<file path="src/rtl/srtq_pkg.sv">
// Shared constants and types of the sorted timer queue.
`default_nettype none
package srtq_pkg;

   // timer slots built; slot field can address at most SLOT_SPACE of them
   localparam int NUM_TIMERS = 16;
   localparam int SLOT_SPACE = 16;
   localparam int SLOTS      = (NUM_TIMERS < SLOT_SPACE) ? NUM_TIMERS : SLOT_SPACE;
   localparam int IDX_W      = $clog2(SLOTS);
   localparam int CNT_W      = $clog2(SLOTS + 1);
   localparam int SLOT_W     = 4;
   localparam int TIME_W     = 64;

   // operation codes
   localparam logic [1:0] OP_ADVANCE = 2'd0;
   localparam logic [1:0] OP_START   = 2'd1;
   localparam logic [1:0] OP_STOP    = 2'd2;
   localparam logic [1:0] OP_QUERY   = 2'd3;

   // command to the sorted list
   typedef struct packed {
      logic             unlink;
      logic             insert;
      logic [IDX_W-1:0] slot;
      logic [CNT_W-1:0] pos;
   } order_cmd_type;

endpackage
`default_nettype wire

</file>
<file path="src/rtl/srtq_ram.sv">
// Generic single-port-write, single-port-read RAM with registered read.
`default_nettype none
module srtq_ram #(
   parameter int WIDTH = 64,
   parameter int DEPTH = 16
) (
   input  logic                     clock,
   input  logic                     wr_en,
   input  logic [$clog2(DEPTH)-1:0] wr_addr,
   input  logic [WIDTH-1:0]         wr_data,
   input  logic [$clog2(DEPTH)-1:0] rd_addr,
   output logic [WIDTH-1:0]         rd_data
);

   logic [WIDTH-1:0] mem_ff [DEPTH];
   logic [WIDTH-1:0] rd_data_ff;

   always_ff @(posedge clock) begin
      if (wr_en) begin
         mem_ff[wr_addr] <= wr_data;
      end
      rd_data_ff <= mem_ff[rd_addr];
   end

   assign rd_data = rd_data_ff;

endmodule
`default_nettype wire

</file>
<file path="src/rtl/srtq_order.sv">
// Alarm-ordered list of armed slots: unlink by slot, insert at a position.
`default_nettype none
module srtq_order (
   input  logic                          clock,
   input  logic                          reset,
   input  srtq_pkg::order_cmd_type       cmd,
   input  logic [srtq_pkg::IDX_W-1:0]    rd_pos,
   output logic [srtq_pkg::IDX_W-1:0]    rd_entry,
   output logic [srtq_pkg::IDX_W-1:0]    head,
   output logic [srtq_pkg::CNT_W-1:0]    count
);
   import srtq_pkg::*;

   logic [IDX_W-1:0] order_ff [SLOTS];
   logic [IDX_W-1:0] order_in [SLOTS];
   logic [CNT_W-1:0] count_ff;
   logic [CNT_W-1:0] count_in;
   logic             seen;

   always_comb begin
      seen     = 1'b0;
      count_in = count_ff;
      for (int i = 0; i < SLOTS; i++) begin
         order_in[i] = order_ff[i];
      end
      if (cmd.unlink) begin
         // close the gap left by the matching entry
         for (int i = 0; i < SLOTS; i++) begin
            if (CNT_W'(i) < count_ff && order_ff[i] == cmd.slot) begin
               seen = 1'b1;
            end
            if (seen && i < SLOTS - 1) begin
               order_in[i] = order_ff[i+1];
            end
         end
         if (seen) begin
            count_in = count_ff - CNT_W'(1);
         end
      end else if (cmd.insert && count_ff < CNT_W'(SLOTS)) begin
         // open a gap at pos and drop the slot in
         for (int j = 0; j < SLOTS; j++) begin
            if (j > 0 && CNT_W'(j) > cmd.pos) begin
               order_in[j] = order_ff[j-1];
            end else if (CNT_W'(j) == cmd.pos) begin
               order_in[j] = cmd.slot;
            end
         end
         count_in = count_ff + CNT_W'(1);
      end
   end

   always_ff @(posedge clock) begin
      if (reset) begin
         count_ff <= '0;
      end else begin
         count_ff <= count_in;
      end
      for (int i = 0; i < SLOTS; i++) begin
         order_ff[i] <= order_in[i];
      end
   end

   assign rd_entry = order_ff[rd_pos];
   assign head     = order_ff[0];
   assign count    = count_ff;

endmodule
`default_nettype wire

</file>
<file path="src/rtl/sorted_software_timer_queue_unit.sv">
// Top level of the sorted timer queue: sequencer, counter, alarm and timeout RAMs.
//
//  channel | dir | handshake              | payload
//  req_    | in  | req_tvalid/req_tready  | tuser opcode; tdata slot, amount, repeat_mode
//  rsp_    | out | rsp_tvalid/rsp_tready  | tuser kind; tdata slot, now, until; tlast
//
// One word at a time. Start: accept, then the ordered walk over the alarm RAM,
// then the head read, then the reply. Advance: a head read and compare per due
// timer, plus a walk per re-armed timer, then one word per expiry. The walk
// goes through the single alarm RAM read port.
// Synchronous reset clears counter, flags and list count; RAMs are not cleared.
// A stalled rsp_ holds the sequencer; req_tready is high only when idle.
`default_nettype none
module sorted_software_timer_queue_unit (
   input  logic         clock,
   input  logic         reset,
   input  logic         req_tvalid,
   output logic         req_tready,
   input  logic [1:0]   req_tuser,   // opcode
   input  logic [71:0]  req_tdata,   // slot[3:0], amount[67:4], repeat_mode[68], zero pad
   output logic         rsp_tvalid,
   input  logic         rsp_tready,
   output logic         rsp_tuser,   // kind
   output logic [135:0] rsp_tdata,   // expired_slot[3:0], now_us[67:4], until_next[131:68]
   output logic         rsp_tlast
);
   import srtq_pkg::*;

   localparam logic [3:0] S_IDLE      = 4'd0;
   localparam logic [3:0] S_ADV_RD    = 4'd1;
   localparam logic [3:0] S_ADV_CMP   = 4'd2;
   localparam logic [3:0] S_REARM     = 4'd3;
   localparam logic [3:0] S_REARM_ADD = 4'd4;
   localparam logic [3:0] S_LINK      = 4'd5;
   localparam logic [3:0] S_HEAD      = 4'd6;
   localparam logic [3:0] S_HEAD_CMP  = 4'd7;
   localparam logic [3:0] S_EMIT      = 4'd8;

   logic [3:0]        state_ff, state_in;
   logic [1:0]        op_ff, op_in;
   logic [SLOT_W-1:0] slot_ff, slot_in;
   logic [TIME_W-1:0] counter_ff, counter_in;
   logic [TIME_W-1:0] alarm_ff, alarm_in;
   logic [TIME_W-1:0] until_ff, until_in;
   logic [IDX_W-1:0]  lk_slot_ff, lk_slot_in;
   logic [CNT_W-1:0]  lk_i_ff, lk_i_in;
   logic              lk_pend_ff, lk_pend_in;
   logic [CNT_W-1:0]  n_ff, n_in;
   logic [CNT_W-1:0]  k_ff, k_in;
   logic [CNT_W-1:0]  e_ff, e_in;
   logic [IDX_W-1:0]  due_ff [SLOTS];
   logic [IDX_W-1:0]  due_in [SLOTS];
   logic [SLOTS-1:0]  armed_ff, armed_in;
   logic [SLOTS-1:0]  repeat_ff, repeat_in;

   // request fields
   logic [SLOT_W-1:0] req_slot;
   logic [TIME_W-1:0] req_amount;
   logic              req_repeat;
   logic              req_fire;
   logic              slot_ok;
   logic [IDX_W-1:0]  slot_idx;

   // list and RAM hookup
   order_cmd_type     ocmd;
   logic [IDX_W-1:0]  o_entry, o_head;
   logic [CNT_W-1:0]  o_count;
   logic              a_we, t_we;
   logic [IDX_W-1:0]  a_waddr, a_raddr, t_raddr, rearm_slot;
   logic [TIME_W-1:0] a_wdata, a_rdata, t_rdata;
   logic [TIME_W-1:0] sum;
   logic              last_word;

   assign req_slot   = req_tdata[3:0];
   assign req_amount = req_tdata[67:4];
   assign req_repeat = req_tdata[68];
   assign req_tready = (state_ff == S_IDLE);
   assign req_fire   = req_tvalid && req_tready;
   assign slot_ok    = {1'b0, req_slot} < 5'(SLOTS);
   assign slot_idx   = req_slot[IDX_W-1:0];
   assign rearm_slot = due_ff[k_ff[IDX_W-1:0]];

   // one adder: counter plus request amount or stored timeout
   assign sum = counter_ff + ((state_ff == S_IDLE) ? req_amount : t_rdata);

   srtq_order u_order (
      .clock    (clock),
      .reset    (reset),
      .cmd      (ocmd),
      .rd_pos   (lk_i_ff[IDX_W-1:0]),
      .rd_entry (o_entry),
      .head     (o_head),
      .count    (o_count)
   );

   srtq_ram #(.WIDTH(TIME_W), .DEPTH(SLOTS)) u_alarm_ram (
      .clock   (clock),
      .wr_en   (a_we),
      .wr_addr (a_waddr),
      .wr_data (a_wdata),
      .rd_addr (a_raddr),
      .rd_data (a_rdata)
   );

   srtq_ram #(.WIDTH(TIME_W), .DEPTH(SLOTS)) u_timeout_ram (
      .clock   (clock),
      .wr_en   (t_we),
      .wr_addr (slot_idx),
      .wr_data (req_amount),
      .rd_addr (t_raddr),
      .rd_data (t_rdata)
   );

   assign a_raddr = (state_ff == S_LINK) ? o_entry : o_head;
   assign t_raddr = rearm_slot;
   assign a_wdata = sum;

   // output word
   assign last_word  = (op_ff != OP_ADVANCE) || (e_ff == n_ff - CNT_W'(1));
   assign rsp_tvalid = (state_ff == S_EMIT);
   assign rsp_tuser  = (op_ff != OP_ADVANCE);
   assign rsp_tlast  = last_word;
   always_comb begin
      logic [SLOT_W-1:0] out_slot;
      unique case (op_ff)
         OP_ADVANCE: out_slot = SLOT_W'(due_ff[e_ff[IDX_W-1:0]]);
         OP_QUERY:   out_slot = '0;
         default:    out_slot = slot_ff;
      endcase
      rsp_tdata = {4'b0, until_ff, counter_ff, out_slot};
   end

   // sequencer
   always_comb begin
      state_in   = state_ff;
      op_in      = op_ff;
      slot_in    = slot_ff;
      counter_in = counter_ff;
      alarm_in   = alarm_ff;
      until_in   = until_ff;
      lk_slot_in = lk_slot_ff;
      lk_i_in    = lk_i_ff;
      lk_pend_in = lk_pend_ff;
      n_in       = n_ff;
      k_in       = k_ff;
      e_in       = e_ff;
      armed_in   = armed_ff;
      repeat_in  = repeat_ff;
      for (int i = 0; i < SLOTS; i++) begin
         due_in[i] = due_ff[i];
      end
      ocmd       = '0;
      a_we       = 1'b0;
      a_waddr    = lk_slot_ff;
      t_we       = 1'b0;

      unique case (state_ff)
         S_IDLE: begin
            if (req_fire) begin
               op_in   = req_tuser;
               slot_in = req_slot;
               e_in    = '0;
               unique case (req_tuser)
                  OP_ADVANCE: begin
                     counter_in = sum;
                     n_in       = '0;
                     state_in   = S_ADV_RD;
                  end
                  OP_START: begin
                     state_in = S_HEAD;
                     if (slot_ok) begin
                        if (armed_ff[slot_idx]) begin
                           ocmd.unlink        = 1'b1;
                           ocmd.slot          = slot_idx;
                           armed_in[slot_idx] = 1'b0;
                        end
                        repeat_in[slot_idx] = req_repeat;
                        t_we       = 1'b1;
                        a_we       = 1'b1;
                        a_waddr    = slot_idx;
                        alarm_in   = sum;
                        lk_slot_in = slot_idx;
                        lk_i_in    = '0;
                        lk_pend_in = 1'b0;
                        state_in   = S_LINK;
                     end
                  end
                  OP_STOP: begin
                     state_in = S_HEAD;
                     if (slot_ok) begin
                        repeat_in[slot_idx] = 1'b0;
                        if (armed_ff[slot_idx]) begin
                           ocmd.unlink        = 1'b1;
                           ocmd.slot          = slot_idx;
                           armed_in[slot_idx] = 1'b0;
                        end
                     end
                  end
                  default: state_in = S_HEAD;
               endcase
            end
         end

         // pull due timers off the head
         S_ADV_RD: begin
            if (o_count == '0) begin
               k_in     = '0;
               state_in = S_REARM;
            end else begin
               state_in = S_ADV_CMP;
            end
         end
         S_ADV_CMP: begin
            if (a_rdata <= counter_ff) begin
               due_in[n_ff[IDX_W-1:0]] = o_head;
               n_in              = n_ff + CNT_W'(1);
               ocmd.unlink       = 1'b1;
               ocmd.slot         = o_head;
               armed_in[o_head]  = 1'b0;
               state_in          = S_ADV_RD;
            end else begin
               k_in     = '0;
               state_in = S_REARM;
            end
         end

         // re-arm repeating timers in expiry order
         S_REARM: begin
            if (k_ff == n_ff) begin
               state_in = (n_ff == '0) ? S_IDLE : S_HEAD;
            end else if (repeat_ff[rearm_slot]) begin
               state_in = S_REARM_ADD;
            end else begin
               k_in = k_ff + CNT_W'(1);
            end
         end
         S_REARM_ADD: begin
            a_we       = 1'b1;
            a_waddr    = rearm_slot;
            alarm_in   = sum;
            lk_slot_in = rearm_slot;
            lk_i_in    = '0;
            lk_pend_in = 1'b0;
            k_in       = k_ff + CNT_W'(1);
            state_in   = S_LINK;
         end

         // ordered walk: issue read of entry i, compare entry i-1
         S_LINK: begin
            if (lk_pend_ff && a_rdata > alarm_ff) begin
               ocmd.insert          = 1'b1;
               ocmd.slot            = lk_slot_ff;
               ocmd.pos             = lk_i_ff - CNT_W'(1);
               armed_in[lk_slot_ff] = 1'b1;
               state_in = (op_ff == OP_ADVANCE) ? S_REARM : S_HEAD;
            end else if (lk_i_ff == o_count) begin
               if (o_count < CNT_W'(SLOTS)) begin
                  ocmd.insert          = 1'b1;
                  ocmd.slot            = lk_slot_ff;
                  ocmd.pos             = o_count;
                  armed_in[lk_slot_ff] = 1'b1;
               end
               state_in = (op_ff == OP_ADVANCE) ? S_REARM : S_HEAD;
            end else begin
               lk_i_in    = lk_i_ff + CNT_W'(1);
               lk_pend_in = 1'b1;
            end
         end

         // time to head alarm
         S_HEAD: begin
            if (o_count == '0) begin
               until_in = '0;
               state_in = S_EMIT;
            end else begin
               state_in = S_HEAD_CMP;
            end
         end
         S_HEAD_CMP: begin
            until_in = (a_rdata <= counter_ff) ? '0 : a_rdata - counter_ff;
            state_in = S_EMIT;
         end

         S_EMIT: begin
            if (rsp_tready) begin
               if (last_word) begin
                  state_in = S_IDLE;
               end else begin
                  e_in = e_ff + CNT_W'(1);
               end
            end
         end

         default: state_in = S_IDLE;
      endcase
   end

   always_ff @(posedge clock) begin
      if (reset) begin
         state_ff   <= S_IDLE;
         counter_ff <= '0;
         armed_ff   <= '0;
         repeat_ff  <= '0;
         lk_pend_ff <= 1'b0;
      end else begin
         state_ff   <= state_in;
         counter_ff <= counter_in;
         armed_ff   <= armed_in;
         repeat_ff  <= repeat_in;
         lk_pend_ff <= lk_pend_in;
      end
      op_ff      <= op_in;
      slot_ff    <= slot_in;
      alarm_ff   <= alarm_in;
      until_ff   <= until_in;
      lk_slot_ff <= lk_slot_in;
      lk_i_ff    <= lk_i_in;
      n_ff       <= n_in;
      k_ff       <= k_in;
      e_ff       <= e_in;
      for (int i = 0; i < SLOTS; i++) begin
         due_ff[i] <= due_in[i];
      end
   end

`ifndef SYNTHESIS
   // armed flags and list length agree
   a_armed_count: assert property (@(posedge clock) disable iff (reset)
      $countones(armed_ff) == int'(o_count))
      else $error("armed flags disagree with list length");

   // never take a request while a word is offered
   a_one_item: assert property (@(posedge clock) disable iff (reset)
      req_tready |-> !rsp_tvalid)
      else $error("request accepted while result pending");

   // an accepted last word returns to idle
   a_last_idle: assert property (@(posedge clock) disable iff (reset)
      (rsp_tvalid && rsp_tready && rsp_tlast) |=> req_tready)
      else $error("not idle after final word");
`endif

endmodule
`default_nettype wire
</file>
<file path="config.mk">
export PLATFORM = sky130hd
export DESIGN_NAME = sorted_software_timer_queue_unit
export DESIGN_NICKNAME = d
export VERILOG_FILES = /design/src/rtl/srtq_pkg.sv /design/src/rtl/srtq_ram.sv /design/src/rtl/srtq_order.sv /design/src/rtl/sorted_software_timer_queue_unit.sv
export SDC_FILE = /design/constraint.sdc
export NUM_CORES = 2
export LEC_CHECK = 0
export ABC_CLOCK_PERIOD_IN_PS = 14300
export BUFFER_PORTS_ARGS = -buffer_cell sky130_fd_sc_hd__buf_2
export CAP_MARGIN = 20
export CORE_UTILIZATION = 55
export DETAILED_ROUTE_END_ITERATION = 7
export PLACE_DENSITY = 0.74
export RECOVER_POWER = 50
export SYNTH_ARGS = -nofsm -noshare
export SYNTH_HDL_FRONTEND = slang
export SYNTH_SLANG_ARGS = --single-unit
</file>
<file path="constraint.sdc">
create_clock -name clock -period 14.3 [get_ports clock]
set_input_delay 0 -clock clock [delete_from_list [all_inputs] [get_ports clock]]
set_output_delay 0 -clock clock [all_outputs]
set_load 0.02 [all_outputs]
</file>
Word level (Yosys, flattened, before mapping)
Memory sizes are Yosys's and may differ from the RTL's. A register that Yosys moved wholly into a read port is not among the register bits.
Index checks and enable logic that the tools add are counted.
{"block": "op_classes", "addsub": 10, "mul": 0, "div_mod_pow": 0, "magnitude_cmp": 43, "eq_ne": 65, "shifts": 0, "mux": 184, "bitwise_logic": 7, "reduce_logical": 53}
{"op": "$mux W64", "count": 8}
{"op": "$mux W4", "count": 66}
{"op": "$pmux W64 S2", "count": 2}
{"op": "$mux W16", "count": 7}
{"op": "$mux W5", "count": 18}
{"op": "$add A64 B64 Y64", "count": 1}
{"op": "$bwmux W64", "count": 1}
{"op": "$eq A4 B4 Y1", "count": 16}
{"op": "$gt A64 B64 Y1", "count": 1}
{"op": "$le A64 B64 Y1", "count": 1}
{"op": "$sub A64 B64 Y64", "count": 1}
{"op": "$mux W60", "count": 1}
{"op": "$mux W1", "count": 54}
{"op": "$and A16 B16 Y16", "count": 3}
{"op": "$pmux W16 S3", "count": 1}
{"op": "$eq A4 B5 Y1 const A", "count": 8}
{"op": "$gt A4 B5 Y1 const A", "count": 8}
{"op": "$lt A4 B5 Y1 const A", "count": 8}
{"op": "$pmux W4 S9", "count": 1}
{"op": "$not A16 Y16", "count": 2}
{"op": "$pmux W16 S2", "count": 1}
{"op": "$mux W10", "count": 3}
{"op": "$add A5 B1 Y5 const B", "count": 5}
{"op": "$logic_and A1 B1 Y1", "count": 23}
{"op": "other kinds (55)", "count": 122}
{"block": "word_totals", "regBits": 264, "latch_bits": 0, "mem_bits_rw": 2176, "rom_bits": 0, "output_inout_bits": 140, "mem_count": 4}
{"name": "u_alarm_ram.mem_ff", "depth": 16, "width": 64, "read_ports": 1, "rd_ports_with_merged_regs": 1, "write_ports": 1, "line": "srtq_ram.sv:15", "text": "logic [WIDTH-1:0] mem_ff [DEPTH];"}
{"name": "u_timeout_ram.mem_ff", "depth": 16, "width": 64, "read_ports": 1, "rd_ports_with_merged_regs": 1, "write_ports": 1, "line": "srtq_ram.sv:15"}
{"name": "due_ff", "depth": 16, "width": 4, "read_ports": 18, "rd_ports_with_merged_regs": 2, "write_ports": 16, "line": "sorted_software_timer_queue_unit.sv:51", "text": "logic [IDX_W-1:0] due_ff [SLOTS];"}
{"name": "u_order.order_ff", "depth": 16, "width": 4, "read_ports": 17, "rd_ports_with_merged_regs": 1, "write_ports": 16, "line": "srtq_order.sv:14", "text": "logic [IDX_W-1:0] order_ff [SLOTS];"}

Longest topological paths before layout
{"block": "logic_depth", "depth_word": 42, "depth_mapped": 24}

Hierarchy
From an unflattened synthesis, not the netlist that was laid out.
{"block": "unflattened", "cells_unflattened": 6535, "hier_area_um2": 108286.4}
{"module": "srtq_ram", "instances": 2, "cells_each": 1647, "area_each_um2": 39581.7}
{"module": "sorted_software_timer_queue_unit", "instances": 1, "cells_each": 2716, "area_each_um2": 23854.1}
{"module": "srtq_order", "instances": 1, "cells_each": 525, "area_each_um2": 5268.8}

Least setup slack after synthesis
No wires, ideal clock.
{"block": "synth_path", "kind": "register to register", "startpoint": "register (tool-made name)", "endpoint": "memory u_alarm_ram.mem_ff[0][0], enable pin", "setup_time_ns": 0.565, "arrival_ns": 7.843, "required_time_ns": 13.735, "slack_ns": 5.892, "path_stages_with_launch": 12, "n_path_buf": 5, "path_cell_list": "dfxtp_1 -> clkbuf_1 -> buf_1 -> mux4_2 -> mux4_2 -> clkbuf_1 -> buf_1 -> buf_1 -> nand2_1 -> nand2_1 -> or2_2 -> nor3_1"}
{"item": "end: declaration", "line": "srtq_ram.sv:15"}

Final worst setup path
{"block": "layout_path", "startpoint": "register state_ff[1]", "endpoint": "memory u_alarm_ram.mem_ff[14][62] (data pin)"}
{"block": "layout_via", "elab_chain_len": 3}
{"item": "start: declaration", "line": "sorted_software_timer_queue_unit.sv:39", "text": "logic [3:0] state_ff, state_in;"}
{"item": "start signal: assignment", "line": "sorted_software_timer_queue_unit.sv:306", "text": "state_ff <= state_in;"}
{"item": "$logic_not A4 Y1", "line": "sorted_software_timer_queue_unit.sv:84", "text": "assign sum = counter_ff + ((state_ff == S_IDLE) ? req_amount : t_rdata);"}
{"item": "$mux W64", "line": "sorted_software_timer_queue_unit.sv:84"}
{"item": "$add A64 B64 Y64", "line": "sorted_software_timer_queue_unit.sv:84"}
{"item": "named net a_wdata[62]", "line": "sorted_software_timer_queue_unit.sv:70", "text": "logic [TIME_W-1:0] a_wdata, a_rdata, t_rdata;"}
The timed path passes the listed nets, and every way through them passes these cells.

==> run summary <==
status: finished with violations
failing checks: capacitance limit, slew limit
Crit Path Class: reg -> reg
Max Slew Vio Count: 1386
post-route ant nets: 0
H-tree levels: 4
Routed wire per std cell: 27.6 um
GRT Util Overall: 28.1%
Root Driver: clkbuf_16
cells after synthesis: 6987
Peak VDD IR: 0.171 mV
post-synth top area cell: edfxtp_1
final wirelength: 281 mm
max-cap check violation count: 42
cell count after placement: 9609
grt ovf: 0
most area-consuming cells after synthesis: edfxtp_1 (64%), mux4_2 (9.4%), dfxtp_1 (4.6%)
first drt pass iteration count: 7
GPL Wtd Cong: 0.971
DP HPWL: 168 mm
slack of the critical path: 4.79 ns
CP Capture Type: register
vias in the first global route: 63095
Final nets: 7635
crit path max fanout: 25
Tightest Pin Transition: 4.60 ns
critical path data arrival time: 10.12 ns
CTS buffer count: 237
total design power: 25300 uW
Clk Latency, worst-skew pair: 0.91 ns
Setup crit start kind: register
Vias/cell: 6.29
global-route wire length before repair: 412 mm
Initial Utilization: 55.6%
Yosys reg bits: 2580
setup total negative slack: 0 ns
number of port buffers: 210
DRC Markers: 0
Worst Path Required: 14.91 ns
cell with the most instances after synthesis: edfxtp_1
number of library cell types mapped by synthesis: 87
Synth top cells by count: edfxtp_1 (2330), nand2_1 (806), mux4_2 (454)
Post-CTS Setup Bufs: 0
Post-synth top flop: edfxtp_1
synthesized area: 109000 um^2
initial antenna violation count: 12
Tcrit/Tclk final: 66.5%
worst-case clock skew: 0.0904 ns
post-synthesis average cell area: 15.6 um^2
Hold Crit Class: in -> reg
Critical Path Max Stage Delay: 1.51 ns
Final min period: 9.51 ns
Synth top area share: 64.2%
Slowest cell on crit path: clkbuf_1
initial DRC count: 7388
Clock Tree Buf Depth: 3
Highest Clock Rate: 0.105 GHz
# rows: 162
Die Area: 200000 um^2
layout cells sized above 1: 13.6%
Slew headroom: -206%
Syn. warnings: 0
die height: 447 um
pre-CTS worst setup slack: 6.80 ns
core area: 196000 um^2
Power per Cell Area: 206 nW/um^2
die span in x: 447 um
CTS tree: yes
worst-path cell chain: nor2_1 -> nand2_4 -> inv_1 -> clkbuf_1 -> clkbuf_1 -> nand2_1 -> nand2_1 -> ha_1 -> o21a_1 -> o21ai_0 -> a211oi_1 -> a221oi_1 -> nand3_1 -> a41oi_1 -> buf_4 -> o21ai_1 -> o211ai_1 -> o211ai_1 -> nand3_1 -> nand3b_1 -> a221oi_1 -> xnor2_1 -> buf_4
I/O pin count: 218
clock slew seen by the registers of the worst setup and hold paths: 0.06 ns
endpoints failing setup: 0
Post-synth ARST share: 0%
area growth from synthesis to layout: 12.4%
EDFF count, synth: 2330
dpl cell area: 113000 um^2
Post-Layout Cell Count: 10190
Finished Cell Area: 122000 um^2
Hold Fails Final Rpt: 0
largest net degree at the start of global routing: 165
PostCTS Resize Cnt: 0
RSZ-0062 raised after global routing: no
leak pwr: 0.0414 uW
CTS Sinks: 2580
Seq/Total Area, Yosys: 68.8%
via count: 64074
==> critical path, delay by kind of cell, from the launching register on <==
kind / cells / cell delay (ns)
buf+inv: 5 / 3.99
compound gates: 9 / 2.90
simple gates: 7 / 1.30
flops: 1 / 0.46
fa+ha+maj: 1 / 0.33
xor+xnor: 1 / 0.21
==> repair_timing <==
item | 4_1_cts | 5_1_grt
endpoints found under the setup margin | 0 | 0
hold buffers | 109 | 0
endpoints found under the hold margin | 1135 | 0
==> metal layers <==
metal  share of wire (%)  global-route usage (%)  vias up  routed length [um]
li1                    -                       -    27865                   -
met1                  38                    36.7    32469              106000
met2                  49                    46.1     3145              138000
met3                 7.8                    4.04      585               21900
met4                 5.5                    14.6       10               15400
met5               0.020                       0        -                  57
==> cells in the final DEF (no fill, tap or decap), types with 46 or more instances in the layout <==
cell type      count
edfxtp_1        2330
a21oi_1          290
and2_1           142
clkbuf_1         299
mux2i_1          266
a21o_1            76
o21ai_0          195
nor2_1           235
buf_4            128
nand2_1          803
a31oi_1           97
inv_1            191
nand4_1           46
xor2_1            77
nor3_1            67
clkbuf_16        238
ha_1             207
nand3_1           70
dfxtp_1          250
a311oi_1          67
a211oi_1         233
dlygate4sd3_1    109
xnor2_1          116
mux4_2           450
==> where the power goes <==
| part | leakage, uW | internal (uW) | switching, uW |
|---|---|---|---|
| clock network | 0.00403 | 3840 | 2820 |
| registers | 0.0231 | 9930 | 342 |
| logic | 0.0143 | 3170 | 5170 |
==> final timing paths <==
kind / from / to / slack [ns] / depth (start not counted)
max: state_ff[1] / u_alarm_ram.mem_ff[14][62] / 4.79 / 23
min: req_tdata[68] / repeat_ff[13] / 0.15 / 6
max reg2reg: state_ff[1] / u_alarm_ram.mem_ff[14][62] / 4.79 / 23
min reg2reg: armed_ff[12] / armed_ff[12] / 0.48 / 2
==> cell type report <==
class | count | area (um^2)
inverters | 192 | 722
flip-flops and latches | 2580 | 75000
well taps | 2624 | 3280
diodes | 5 | 12.5
clock buffers | 313 | 6510
multi-input cells | 3841 | 32100
repair buffers | 496 | 3080
clock inverters | 139 | 1800
fillers | 13807 | 73300
==> cells by family (layout without fill, tap and decap cells) <==
kind of cell,count (synthesis),after routing,synth area share (%)
flip-flops,2580,2580,68.8
multiplexers,734,734,12.0
AND/OR/NAND/NOR,1548,1548,6.35
adder cells (fa/ha/maj),209,209,2.41
other,1,9,0.00344
buffers and inverters,569,1140,2.00
AO/OA/AOI/OAI,1148,1148,6.85
XOR/XNOR,198,198,1.59
==> stage by stage <==
stage          hold WS (ns)  utilization (%)
3_3_place_gp          0.245             57.9
4_1_cts            0.000764             62.7
5_1_grt               0.182             62.5
2_1_floorplan        0.0989                -
3_5_place_dp          0.245             57.9
6_report              0.153             62.6
==> flip-flops by register name, indices dropped and copies added (netlist names), 16 cells and up, named ones only <==
name / flops
counter_ff: 64
alarm_ff: 64
armed_ff: 16
due_ff: 64
u_order.order_ff: 64
u_timeout_ram.rd_data: 64
u_timeout_ram.mem_ff: 1024
u_alarm_ram.mem_ff: 1024
until_ff: 64
u_alarm_ram.rd_data: 64
repeat_ff: 16
Note: power is estimated with default switching activity, not from simulation.
